## config.mk

```make
export PLATFORM = sky130hd
export DESIGN_NAME = framed_command_receiver_with_freshness_top
export DESIGN_NICKNAME = d
export VERILOG_FILES = /design/src/hdl/fcr_pkg.sv /design/src/hdl/fcr_front.sv /design/src/hdl/fcr_queue.sv /design/src/hdl/fcr_back.sv /design/src/hdl/framed_command_receiver_with_freshness_top.sv
export SDC_FILE = /design/constraint.sdc
export NUM_CORES = 2
export LEC_CHECK = 0
export BUFFER_PORTS_ARGS = -buffer_cell sky130_fd_sc_hd__buf_4
export CORE_MARGIN = 8
export CORE_UTILIZATION = 56
export CTS_CLUSTER_SIZE = 25
export DETAILED_ROUTE_END_ITERATION = 6
export PLACE_DENSITY = 0.72
export SETUP_SLACK_MARGIN = 0.1
export SYNTH_ARGS = -nofsm -noshare
export SYNTH_HDL_FRONTEND = slang
export SYNTH_HIERARCHICAL = 1
export SYNTH_SLANG_ARGS = --single-unit
```

## constraint.sdc

```tcl
create_clock -name clock -period 10.5 [get_ports clock]
set_input_delay 1.575 -clock clock [delete_from_list [all_inputs] [get_ports clock]]
set_output_delay 1.575 -clock clock [all_outputs]
set_load 0.03 [all_outputs]
```

## src/hdl/fcr_pkg.sv

```systemverilog
// Package: shared types and constants for the framed command receiver.
`default_nettype none
package fcr_pkg;

   localparam logic [7:0] SYNC_A = 8'hA5;
   localparam logic [7:0] SYNC_B = 8'h5A;
   localparam logic [7:0] PROTO_VERSION = 8'd1;
   localparam logic [15:0] CRC_INIT = 16'hFFFF;
   localparam logic [15:0] YAW_LIMIT = 16'd36000;
   localparam logic [15:0] ACC_LIMIT = 16'd18000;

   localparam logic [2:0] CSR_HB_TIMEOUT = 3'd0;
   localparam logic [2:0] CSR_SP_TIMEOUT = 3'd1;
   localparam logic [2:0] CSR_HD_TIMEOUT = 3'd2;
   localparam logic [2:0] CSR_MAX_ANGLE = 3'd3;
   localparam logic [2:0] CSR_MAX_ALT = 3'd4;

   localparam logic [2:0] EV_NONE = 3'd0;
   localparam logic [2:0] EV_OVERLONG = 3'd1;
   localparam logic [2:0] EV_CRC_BAD = 3'd2;
   localparam logic [2:0] EV_REJECT = 3'd3;
   localparam logic [2:0] EV_IGNORED = 3'd4;
   localparam logic [2:0] EV_HEARTBEAT = 3'd5;
   localparam logic [2:0] EV_SETPOINT = 3'd6;
   localparam logic [2:0] EV_HEADING = 3'd7;

   typedef enum logic [2:0] {
      PH_SYNC1 = 3'd0,
      PH_SYNC2 = 3'd1,
      PH_HDR   = 3'd2,
      PH_PAY   = 3'd3,
      PH_CRCL  = 3'd4,
      PH_CRCH  = 3'd5
   } phase_type;

   typedef enum logic [1:0] {
      CMD_NONE = 2'd0,
      CMD_FRAME = 2'd1,
      CMD_TICK = 2'd2,
      CMD_EVENT = 2'd3
   } cmd_kind_type;

   // one classified transfer from the front end to the back end
   typedef struct packed {
      cmd_kind_type kind;
      logic [2:0] event_code;
      logic [7:0] version;
      logic [7:0] ftype;
      logic [7:0] flen;
      logic [15:0] seq;
      logic [79:0] payload;
      logic [31:0] now_us;
      logic switch_active;
      logic [11:0] yaw;
   } cmd_type;

   function automatic logic [15:0] crc_byte(input logic [15:0] crc, input logic [7:0] b);
      logic [15:0] c;
      c = crc ^ {b, 8'h00};
      for (int i = 0; i < 8; i++) begin
         c = c[15] ? ((c << 1) ^ 16'h1021) : (c << 1);
      end
      return c;
   endfunction

endpackage
`default_nettype wire

```

## src/hdl/fcr_front.sv

```systemverilog
// Front end: frame parser with running CRC, emits one command per byte or tick.
`default_nettype none
module fcr_front #(
   parameter int MAX_PAYLOAD = 32
) (
   input  wire logic clock,
   input  wire logic reset,
   input  wire logic in_valid,
   input  wire logic in_type,
   input  wire logic [7:0] in_byte,
   input  wire logic [31:0] in_now,
   input  wire logic in_switch,
   input  wire logic [11:0] in_yaw,
   output fcr_pkg::cmd_type cmd
);
   import fcr_pkg::*;

   localparam int IW = $clog2(MAX_PAYLOAD + 1);
   localparam logic [7:0] MAXP = 8'(MAX_PAYLOAD);

   phase_type phase_ff, phase_in;
   logic [2:0] hidx_ff, hidx_in;
   logic [IW-1:0] pidx_ff, pidx_in;
   logic [15:0] crc_ff, crc_in;
   logic [7:0] rcrc_lo_ff, rcrc_lo_in;
   logic [7:0] hdr_ff [5];
   logic [7:0] pay_ff [10];
   logic [7:0] len_now;

   always_ff @(posedge clock) begin
      if (reset) begin
         phase_ff <= PH_SYNC1;
         hidx_ff <= '0;
         pidx_ff <= '0;
         crc_ff <= CRC_INIT;
         rcrc_lo_ff <= '0;
      end else if (in_valid) begin
         phase_ff <= phase_in;
         hidx_ff <= hidx_in;
         pidx_ff <= pidx_in;
         crc_ff <= crc_in;
         rcrc_lo_ff <= rcrc_lo_in;
      end
   end

   // header and first payload bytes only: the decoder uses no later bytes
   always_ff @(posedge clock) begin
      if (in_valid && !in_type) begin
         if (phase_ff == PH_HDR && hidx_ff < 3'd5) hdr_ff[hidx_ff] <= in_byte;
         if (phase_ff == PH_PAY) begin
            for (int k = 0; k < 10; k++) begin
               if (pidx_ff == IW'(k)) pay_ff[k] <= in_byte;
            end
         end
      end
   end

   // the length is the third header byte, already stored by the last header byte
   assign len_now = hdr_ff[2];

   always_comb begin
      phase_in = phase_ff;
      hidx_in = hidx_ff;
      pidx_in = pidx_ff;
      crc_in = crc_ff;
      rcrc_lo_in = rcrc_lo_ff;
      cmd = '0;
      cmd.now_us = in_now;
      cmd.switch_active = in_switch;
      cmd.yaw = in_yaw;
      cmd.version = hdr_ff[0];
      cmd.ftype = hdr_ff[1];
      cmd.flen = hdr_ff[2];
      cmd.seq = {hdr_ff[4], hdr_ff[3]};
      for (int k = 0; k < 10; k++) cmd.payload[8*k +: 8] = pay_ff[k];
      cmd.kind = CMD_NONE;
      cmd.event_code = EV_NONE;
      if (in_type) begin
         cmd.kind = CMD_TICK;
      end else begin
         cmd.kind = CMD_EVENT;
         unique case (phase_ff)
            PH_SYNC2: begin
               if (in_byte == SYNC_B) begin
                  phase_in = PH_HDR;
                  hidx_in = '0;
                  crc_in = CRC_INIT;
               end else begin
                  phase_in = (in_byte == SYNC_A) ? PH_SYNC2 : PH_SYNC1;
               end
            end
            PH_HDR: begin
               crc_in = crc_byte(crc_ff, in_byte);
               if (hidx_ff >= 3'd4) begin
                  if (len_now > MAXP) begin
                     phase_in = PH_SYNC1;
                     hidx_in = '0;
                     pidx_in = '0;
                     cmd.event_code = EV_OVERLONG;
                  end else if (len_now == 8'd0) begin
                     phase_in = PH_CRCL;
                     hidx_in = hidx_ff + 3'd1;
                  end else begin
                     phase_in = PH_PAY;
                     pidx_in = '0;
                     hidx_in = hidx_ff + 3'd1;
                  end
               end else begin
                  hidx_in = hidx_ff + 3'd1;
               end
            end
            PH_PAY: begin
               crc_in = crc_byte(crc_ff, in_byte);
               pidx_in = pidx_ff + IW'(1);
               if (8'(pidx_ff) + 8'd1 >= hdr_ff[2]) phase_in = PH_CRCL;
            end
            PH_CRCL: begin
               rcrc_lo_in = in_byte;
               phase_in = PH_CRCH;
            end
            PH_CRCH: begin
               if ({in_byte, rcrc_lo_ff} == crc_ff) cmd.kind = CMD_FRAME;
               else cmd.event_code = EV_CRC_BAD;
               phase_in = PH_SYNC1;
               hidx_in = '0;
               pidx_in = '0;
            end
            default: begin
               phase_in = (in_byte == SYNC_A) ? PH_SYNC2 : PH_SYNC1;
            end
         endcase
      end
   end

   assert property (@(posedge clock) disable iff (reset)
      (phase_ff == PH_PAY) |-> (8'(pidx_ff) < hdr_ff[2]))
      else $error("payload index passed frame length");
   assert property (@(posedge clock) disable iff (reset)
      (phase_ff == PH_HDR) |-> (hidx_ff < 3'd5))
      else $error("header index overran");
   assert property (@(posedge clock) disable iff (reset)
      (in_valid && !in_type && phase_ff == PH_CRCL) |=> (phase_ff == PH_CRCH))
      else $error("crc low byte not followed by high phase");
endmodule
`default_nettype wire

```

## src/hdl/fcr_queue.sv

```systemverilog
// Two-entry queue between the front end and the back end.
`default_nettype none
module fcr_queue (
   input  wire logic clock,
   input  wire logic reset,
   input  wire logic push,
   input  fcr_pkg::cmd_type push_data,
   input  wire logic pop,
   output logic full,
   output logic not_empty,
   output fcr_pkg::cmd_type head
);
   import fcr_pkg::*;

   cmd_type mem_ff [2];
   logic wp_ff, wp_in, rp_ff, rp_in;
   logic [1:0] cnt_ff, cnt_in;

   assign full = cnt_ff == 2'd2;
   assign not_empty = cnt_ff != 2'd0;
   assign head = mem_ff[rp_ff];
   assign wp_in = wp_ff ^ push;
   assign rp_in = rp_ff ^ pop;
   assign cnt_in = cnt_ff + {1'b0, push} - {1'b0, pop};

   always_ff @(posedge clock) begin
      if (reset) begin
         wp_ff <= 1'b0;
         rp_ff <= 1'b0;
         cnt_ff <= '0;
      end else begin
         wp_ff <= wp_in;
         rp_ff <= rp_in;
         cnt_ff <= cnt_in;
      end
   end

   always_ff @(posedge clock) begin
      if (push) mem_ff[wp_ff] <= push_data;
   end

   assert property (@(posedge clock) disable iff (reset) !(push && full && !pop))
      else $error("push into full queue");
   assert property (@(posedge clock) disable iff (reset) !(pop && !not_empty))
      else $error("pop from empty queue");
   assert property (@(posedge clock) disable iff (reset) cnt_ff <= 2'd2)
      else $error("queue count out of range");
endmodule
`default_nettype wire

```

## src/hdl/fcr_back.sv

```systemverilog
// Back end: frame acceptance, register updates, freshness, result register.
`default_nettype none
module fcr_back (
   input  wire logic clock,
   input  wire logic reset,
   input  wire logic cmd_valid,
   input  fcr_pkg::cmd_type cmd,
   output logic cmd_pop,
   input  wire logic [30:0] hb_timeout,
   input  wire logic [30:0] sp_timeout,
   input  wire logic [30:0] hd_timeout,
   input  wire logic [14:0] max_angle,
   input  wire logic [30:0] max_alt,
   output logic rsp_valid,
   input  wire logic rsp_stall,
   output logic [2:0] rsp_event_code,
   output logic rsp_control_active,
   output logic signed [15:0] rsp_roll_cdeg,
   output logic signed [15:0] rsp_pitch_cdeg,
   output logic [15:0] rsp_target_yaw_cdeg,
   output logic [30:0] rsp_altitude_cm,
   output logic [15:0] rsp_heading_cdeg,
   output logic [14:0] rsp_heading_accuracy_cdeg,
   output logic signed [11:0] rsp_heading_ref_yaw_decideg
);
   import fcr_pkg::*;

   logic [15:0] last_seq_ff, last_seq_in;
   logic seq_valid_ff, seq_valid_in;
   logic [15:0] roll_ff, roll_in, pitch_ff, pitch_in, yaw_ff, yaw_in;
   logic [30:0] alt_ff, alt_in;
   logic [15:0] hdg_ff, hdg_in;
   logic [14:0] acc_ff, acc_in;
   logic [11:0] ref_ff, ref_in;
   logic [31:0] t_ff [3];
   logic [31:0] t_in [3];
   logic [2:0] seen_ff, seen_in;
   logic sw_was_ff, sw_was_in, ctrl_ff, ctrl_in;
   logic [2:0] ev;
   logic [15:0] delta, p_roll, p_pitch, p_yaw, p_hdg, p_acc;
   logic [31:0] p_alt;
   logic signed [16:0] lim, sroll, spitch;
   logic seq_ok, rng_ok;
   logic [2:0] fresh;
   logic [30:0] tmo [3];
   logic [31:0] age [3];
   logic out_free;

   assign out_free = !rsp_valid || !rsp_stall;
   assign cmd_pop = cmd_valid && out_free;

   assign tmo[0] = hb_timeout;
   assign tmo[1] = sp_timeout;
   assign tmo[2] = hd_timeout;

   always_comb begin
      p_roll = cmd.payload[15:0];
      p_pitch = cmd.payload[31:16];
      p_yaw = cmd.payload[47:32];
      p_alt = cmd.payload[79:48];
      p_hdg = cmd.payload[15:0];
      p_acc = cmd.payload[31:16];
      lim = signed'({2'b00, max_angle});
      sroll = signed'({p_roll[15], p_roll});
      spitch = signed'({p_pitch[15], p_pitch});
      delta = cmd.seq - last_seq_ff;
      seq_ok = !seq_valid_ff || (delta != 16'd0 && !delta[15]);
      for (int i = 0; i < 3; i++) begin
         age[i] = cmd.now_us - t_ff[i];
         fresh[i] = seen_ff[i] && (age[i][31] || age[i][30:0] <= tmo[i]);
      end

      last_seq_in = last_seq_ff;
      seq_valid_in = seq_valid_ff;
      roll_in = roll_ff;
      pitch_in = pitch_ff;
      yaw_in = yaw_ff;
      alt_in = alt_ff;
      hdg_in = hdg_ff;
      acc_in = acc_ff;
      ref_in = ref_ff;
      t_in = t_ff;
      seen_in = seen_ff;
      sw_was_in = sw_was_ff;
      ctrl_in = ctrl_ff;
      rng_ok = 1'b0;
      ev = cmd.event_code;

      case (cmd.kind)
         CMD_FRAME: begin
            if (cmd.version != PROTO_VERSION || !seq_ok) begin
               ev = EV_REJECT;
            end else begin
               seq_valid_in = 1'b1;
               last_seq_in = cmd.seq;
               ev = EV_IGNORED;
               if (cmd.ftype == 8'd1 && cmd.flen == 8'd8) begin
                  ev = EV_HEARTBEAT;
                  t_in[0] = cmd.now_us;
                  seen_in[0] = seen_ff[0] | cmd.switch_active;
               end else if (cmd.ftype == 8'd2 && cmd.flen == 8'd10) begin
                  rng_ok = sroll >= -lim && sroll <= lim && spitch >= -lim && spitch <= lim
                     && p_yaw < YAW_LIMIT && !p_alt[31] && p_alt[30:0] <= max_alt;
                  if (rng_ok) begin
                     ev = EV_SETPOINT;
                     roll_in = p_roll;
                     pitch_in = p_pitch;
                     yaw_in = p_yaw;
                     alt_in = p_alt[30:0];
                     t_in[1] = cmd.now_us;
                     seen_in[1] = seen_ff[1] | cmd.switch_active;
                  end
               end else if (cmd.ftype == 8'd3 && cmd.flen == 8'd4) begin
                  if (p_hdg < YAW_LIMIT && p_acc <= ACC_LIMIT) begin
                     ev = EV_HEADING;
                     hdg_in = p_hdg;
                     acc_in = p_acc[14:0];
                     ref_in = cmd.yaw;
                     t_in[2] = cmd.now_us;
                     seen_in[2] = seen_ff[2] | cmd.switch_active;
                  end
               end
            end
         end
         CMD_TICK: begin
            ev = EV_NONE;
            if (!cmd.switch_active) ctrl_in = 1'b0;
            else if (!sw_was_ff) ctrl_in = 1'b0;
            else ctrl_in = &fresh;
            if (cmd.switch_active && !sw_was_ff) seen_in = '0;
            sw_was_in = cmd.switch_active;
         end
         default: begin
         end
      endcase
   end

   always_ff @(posedge clock) begin
      if (reset) begin
         last_seq_ff <= '0;
         seq_valid_ff <= 1'b0;
         roll_ff <= '0;
         pitch_ff <= '0;
         yaw_ff <= '0;
         alt_ff <= '0;
         hdg_ff <= '0;
         acc_ff <= '0;
         ref_ff <= '0;
         for (int i = 0; i < 3; i++) t_ff[i] <= '0;
         seen_ff <= '0;
         sw_was_ff <= 1'b0;
         ctrl_ff <= 1'b0;
         rsp_valid <= 1'b0;
      end else begin
         if (cmd_pop) begin
            last_seq_ff <= last_seq_in;
            seq_valid_ff <= seq_valid_in;
            roll_ff <= roll_in;
            pitch_ff <= pitch_in;
            yaw_ff <= yaw_in;
            alt_ff <= alt_in;
            hdg_ff <= hdg_in;
            acc_ff <= acc_in;
            ref_ff <= ref_in;
            t_ff <= t_in;
            seen_ff <= seen_in;
            sw_was_ff <= sw_was_in;
            ctrl_ff <= ctrl_in;
         end
         if (out_free) rsp_valid <= cmd_valid;
      end
   end

   always_ff @(posedge clock) begin
      if (cmd_pop) begin
         rsp_event_code <= ev;
         rsp_control_active <= ctrl_in;
         rsp_roll_cdeg <= signed'(roll_in);
         rsp_pitch_cdeg <= signed'(pitch_in);
         rsp_target_yaw_cdeg <= yaw_in;
         rsp_altitude_cm <= alt_in;
         rsp_heading_cdeg <= hdg_in;
         rsp_heading_accuracy_cdeg <= acc_in;
         rsp_heading_ref_yaw_decideg <= signed'(ref_in);
      end
   end

   assert property (@(posedge clock) disable iff (reset)
      (rsp_valid && rsp_stall) |=> rsp_valid)
      else $error("result dropped while stalled");
   assert property (@(posedge clock) disable iff (reset)
      (cmd_pop && cmd.kind == CMD_TICK && !cmd.switch_active) |=> !ctrl_ff)
      else $error("control stayed on with switch off");
   assert property (@(posedge clock) disable iff (reset)
      (cmd_pop && cmd.kind == CMD_TICK) |=> (rsp_event_code == EV_NONE))
      else $error("tick produced an event");
endmodule
`default_nettype wire

```

## src/hdl/framed_command_receiver_with_freshness_top.sv

```systemverilog
// Top level: framed command receiver with freshness supervision.
// Throughput: one transfer per cycle while the queue is not full (req_stall low); the
// front end parses one byte per cycle with a byte-wide CRC step, and the back end
// retires one command per cycle while the result register is not held by rsp_stall.
// A two-entry queue decouples the parser from the result register.
// Reset (synchronous, active high) clears parser, sequence, setpoint and freshness state.
`default_nettype none
module framed_command_receiver_with_freshness_top #(
   parameter int MAX_PAYLOAD = 32
) (
   input  wire logic clock,
   input  wire logic reset,
   input  wire logic req_valid,
   output logic req_stall,
   input  wire logic req_type,
   input  wire logic [7:0] req_rx_byte,
   input  wire logic [31:0] req_now_us,
   input  wire logic req_switch_active,
   input  wire logic signed [11:0] req_local_yaw_decideg,
   output logic rsp_valid,
   input  wire logic rsp_stall,
   output logic [2:0] rsp_event_code,
   output logic rsp_control_active,
   output logic signed [15:0] rsp_roll_cdeg,
   output logic signed [15:0] rsp_pitch_cdeg,
   output logic [15:0] rsp_target_yaw_cdeg,
   output logic [30:0] rsp_altitude_cm,
   output logic [15:0] rsp_heading_cdeg,
   output logic [14:0] rsp_heading_accuracy_cdeg,
   output logic signed [11:0] rsp_heading_ref_yaw_decideg,
   input  wire logic csr_write,
   input  wire logic [2:0] csr_index,
   input  wire logic [30:0] csr_data
);
   import fcr_pkg::*;

   logic [30:0] hb_tmo_ff, sp_tmo_ff, hd_tmo_ff, max_alt_ff;
   logic [14:0] max_angle_ff;
   cmd_type front_cmd, q_head;
   logic q_full, q_ne, q_pop, accept;

   // hold configuration; writes outside the list are dropped
   always_ff @(posedge clock) begin
      if (reset) begin
         hb_tmo_ff <= 31'd3000000;
         sp_tmo_ff <= 31'd500000;
         hd_tmo_ff <= 31'd500000;
         max_angle_ff <= 15'd6000;
         max_alt_ff <= 31'd100000;
      end else if (csr_write) begin
         case (csr_index)
            CSR_HB_TIMEOUT: hb_tmo_ff <= csr_data;
            CSR_SP_TIMEOUT: sp_tmo_ff <= csr_data;
            CSR_HD_TIMEOUT: hd_tmo_ff <= csr_data;
            CSR_MAX_ANGLE: max_angle_ff <= csr_data[14:0];
            CSR_MAX_ALT: max_alt_ff <= csr_data;
            default: begin
            end
         endcase
      end
   end

   // stall input while the queue is full
   assign req_stall = q_full;
   assign accept = req_valid && !req_stall;

   fcr_front #(.MAX_PAYLOAD(MAX_PAYLOAD)) u_front (
      .clock(clock), .reset(reset), .in_valid(accept), .in_type(req_type),
      .in_byte(req_rx_byte), .in_now(req_now_us), .in_switch(req_switch_active),
      .in_yaw(req_local_yaw_decideg), .cmd(front_cmd)
   );

   fcr_queue u_queue (
      .clock(clock), .reset(reset), .push(accept), .push_data(front_cmd),
      .pop(q_pop), .full(q_full), .not_empty(q_ne), .head(q_head)
   );

   fcr_back u_back (
      .clock(clock), .reset(reset), .cmd_valid(q_ne), .cmd(q_head), .cmd_pop(q_pop),
      .hb_timeout(hb_tmo_ff), .sp_timeout(sp_tmo_ff), .hd_timeout(hd_tmo_ff),
      .max_angle(max_angle_ff), .max_alt(max_alt_ff),
      .rsp_valid(rsp_valid), .rsp_stall(rsp_stall),
      .rsp_event_code(rsp_event_code), .rsp_control_active(rsp_control_active),
      .rsp_roll_cdeg(rsp_roll_cdeg), .rsp_pitch_cdeg(rsp_pitch_cdeg),
      .rsp_target_yaw_cdeg(rsp_target_yaw_cdeg), .rsp_altitude_cm(rsp_altitude_cm),
      .rsp_heading_cdeg(rsp_heading_cdeg),
      .rsp_heading_accuracy_cdeg(rsp_heading_accuracy_cdeg),
      .rsp_heading_ref_yaw_decideg(rsp_heading_ref_yaw_decideg)
   );

   assert property (@(posedge clock) disable iff (reset) q_full |-> q_ne)
      else $error("queue full but empty");
   assert property (@(posedge clock) disable iff (reset)
      (q_ne && !rsp_stall) |-> q_pop)
      else $error("back end idle with work and free output");
   assert property (@(posedge clock) disable iff (reset) q_pop |=> rsp_valid)
      else $error("popped command gave no result");
endmodule
`default_nettype wire
```

==> results by group <==
Synth
  • Synthesized cell area: 49100 sq um
  • Synth Flop Type: edfxtp_1
  • Post-synthesis net count: 4797
  • Synth area leader: edfxtp_1
  • Avg Inst Size Synth: 11.2 sq um
  • Gate Count Post-Synth: 4386
  • Yosys reg bits: 1006
  • Yosys warning total: 6
  • Netlist cell types: 92
  • Top cells by count, synth: edfxtp_1, nand2_1, dfxtp_1
  • Largest cells by area after synthesis: edfxtp_1, dfxtp_1, ha_1, mux2_2, nand2_1
  • Post-synth EDFFs: 586
  • Post-synthesis async set-or-reset flop share: 0%
  • Seq/Total Area, Yosys: 52.9%
  • Post-synth top area share: 35.8%
  • Top-count cell post-synth: edfxtp_1

Critical path
  • CP Capture Type: flip-flop
  • Startpoint Class: flip-flop
  • Buf/Inv on CP: 1
  • CP max FO: 34
  • Most Frequent Cell on Critical Path: o21ai_0
  • Critical path's slowest cell: dfxtp_4
  • Ordered cell list for the critical path: buf_4, mux2_2, ha_1, o21ai_0, a21boi_0, nor4bb_1, o31ai_1, o21ai_0, a211o_1, o31ai_1, a221oi_1, xnor2_1, ha_1, nand4_1, nor4_1, o21ai_0, nor4b_1, o311ai_0, or4b_1, a21oi_1
  • CP Class: flip-flop to flip-flop
  • Worst EP arrival: 7.75 ns
  • Req. time, crit path: 11.01 ns
  • Critical path's top delay family: compound AO/OA/AOI/OAI gates
  • Critical Path Max Stage Delay: 0.78 ns

GRT
  • First-pass GRT wire length: 189000 um
  • Vias in the first global route: 32300
  • GRT Residual Overflow: 0
  • Initial antenna violation count: 12
  • GRT Util Overall: 24.5%
  • Largest net degree at the start of global routing: 221

Detailed routing
  • Final antenna-violating net count: 0
  • 1st-pass router iterations: 6
  • Routed vias/inst: 5.74
  • Vias: 33200
  • Initial drt markers: 2773
  • Routed WL: 124000 um
  • Drt wl/cell: 21.5 um
  • DRC Markers: 0

Floorplan
  • Rows: 108
  • Die ar.: 97500 sq um
  • Top Ports: 221
  • Die height: 312 um
  • Die width: 312 um
  • Core area: 86900 sq um
  • Initial core utilization: 56.5%

Pwr
  • Internal power: 0.00834 W
  • Logic pwr share: 31.7%
  • Cell Pwr Density: 228 nW/um^2
  • Pleak: 20.9 nW
  • Sequential cell fraction of total power: 38.4%
  • Switch Pwr: 0.00415 W
  • Net Sw Frac: 33.2%
  • Worst VDD drop: 0.183 mV
  • Clock power share: 29.9%

CTS
  • H-tree depth: 3
  • Number of clock sinks: 1006
  • Post-CTS Setup Bufs: 0
  • CTS Root Cell: clkbuf_16
  • Inserted Clock Buffers: 101
  • Clk Latency, worst-skew pair: 0.68 ns
  • TritonCTS clock tree: built
  • # hold bufs at CTS: 0
  • Worst-path clk slew: 0.07 ns
  • CTS resizes: 0
  • Clock tree buffer depth: 3

Place
  • I/O Buffers: 220
  • Post-DP HPWL: 84400 um
  • Gpl congestion: 0.935
  • Post-DP Area: 51400 sq um
  • Pre-CTS setup slack: 3.49 ns

STA
  • Tmin final: 7.25 ns
  • Crit share post-route: 69.0%
  • Hold_ws: 0.429 ns
  • Worst Tran Pin Value: 1.08 ns
  • Clock skew: 0.0449 ns
  • RSZ-0062 raised after global routing: no
  • Fmax achieved: 138 MHz
  • Max Slew Vio Count: 0
  • Final hold viol count: 0
  • Final setup violation count: 0
  • Setup TNS: 0 ns
  • Setup ws final: 3.25 ns
  • Slew margin rel.: 27.9%

Finish
  • Nets: 4938
  • FILL cells: 6778
  • Layout cells sized above 1: 16.1%
  • Area delta synth->final: 11.7%
  • Multi-input gate area: 20800 sq um
  • Register area: 26000 sq um
  • Final instance area: 54900 sq um
  • Fin util: 63.1%

Min path
  • HP Class: flip-flop to flip-flop

Outcome
  • Outcome: completed

Job
  • Max_cap viols: 0
## layout make-up
cell class,count,share of cell area [%]
Sequential cell,1006,47.4
Multi-Input combinational cell,2858,38.0
Clock buffer,134,5.17
Timing Repair Buffer,251,3.49
Tap cell,1155,2.63
Inverter,309,2.11
Clock inverter,58,1.17
Antenna cell,5,0.0228
## registers in the layout, summed over array words and instances, names as in the netlist, 16 cells and up
name / flops
u_back/roll_ff: 16
hb_tmo_ff: 31
u_back/yaw_ff: 16
u_back/hdg_ff: 16
u_back/rsp_roll_cdeg: 16
u_back/last_seq_ff: 16
hd_tmo_ff: 31
u_back/rsp_pitch_cdeg: 16
u_back/rsp_heading_cdeg: 16
u_back/t_ff: 96
u_front/hdr_ff: 40
max_alt_ff: 31
u_front/crc_ff: 16
u_queue/mem_ff: 340
u_front/pay_ff: 80
u_back/pitch_ff: 16
u_back/alt_ff: 31
u_back/rsp_target_yaw_cdeg: 16
u_back/rsp_altitude_cm: 31
sp_tmo_ff: 31
## kinds of logic after synthesis
group / count (synthesis) / share of synthesized area, %
AND/OR/NAND/NOR: 1212 / 11.8
flip-flops: 1006 / 52.9
AO/OA/AOI/OAI: 738 / 9.15
buffers and inverters: 522 / 4.80
multiplexers: 453 / 10.7
adder cells (fa/ha/maj): 318 / 8.16
XOR/XNOR: 136 / 2.45
other: 1 / 0.00763
## metal layers
metal | share of wire, % | global-route usage, %
met2 | 45 | 38.7
met3 | 7.3 | 4.70
met4 | 3.2 | 8.58
met1 | 44 | 33.8
met5 | 0.029 | 0
## power by group through the flow
stage                     clock [W]  combinational, W  sequential [W]
after global placement            0           0.00388         0.00488
after CTS                   0.00379           0.00394         0.00480
after global routing        0.00394           0.00432         0.00483
after floorplan                   0           0.00246         0.00526
after detailed placement          0           0.00392         0.00488
final                       0.00373           0.00397         0.00480
## path summary, 6_finish.rpt
check	to	startpoint	cells after the start	slack, ns
max	u_back/ctrl_ff$_SDFFE_PP0P_	u_queue/rp_ff$_SDFF_PP0_	20	3.25
min	u_queue/mem_ff[1][114]$_DFFE_PP_	u_front/pay_ff[8][5]$_DFFE_PP_	0	0.43
max reg2reg	u_back/ctrl_ff$_SDFFE_PP0P_	u_queue/rp_ff$_SDFF_PP0_	20	3.25
min reg2reg	u_queue/mem_ff[1][114]$_DFFE_PP_	u_front/pay_ff[8][5]$_DFFE_PP_	0	0.43
## through the flow
stage / total power [W] / std cells
floorplan: 0.00772 / 4386
global placement: 0.00876 / 5579
detailed placement: 0.00880 / 5579
CTS: 0.0125 / 5771
global route: 0.0131 / 5774
finish: 0.0125 / 5776
## layout by cell type, fill, tap and decap left out, types with 107 or more instances in the layout
| cell | instances |
|---|---|
| edfxtp_1 | 586 |
| nand2_1 | 548 |
| dfxtp_1 | 419 |
| a21oi_1 | 365 |
| ha_1 | 312 |
| inv_1 | 309 |
| buf_4 | 248 |
| nor2_1 | 204 |
| mux2_2 | 190 |
| mux2i_1 | 163 |
| nand2b_1 | 160 |
| xnor2_1 | 107 |
(Power assumes the default switching activity.)
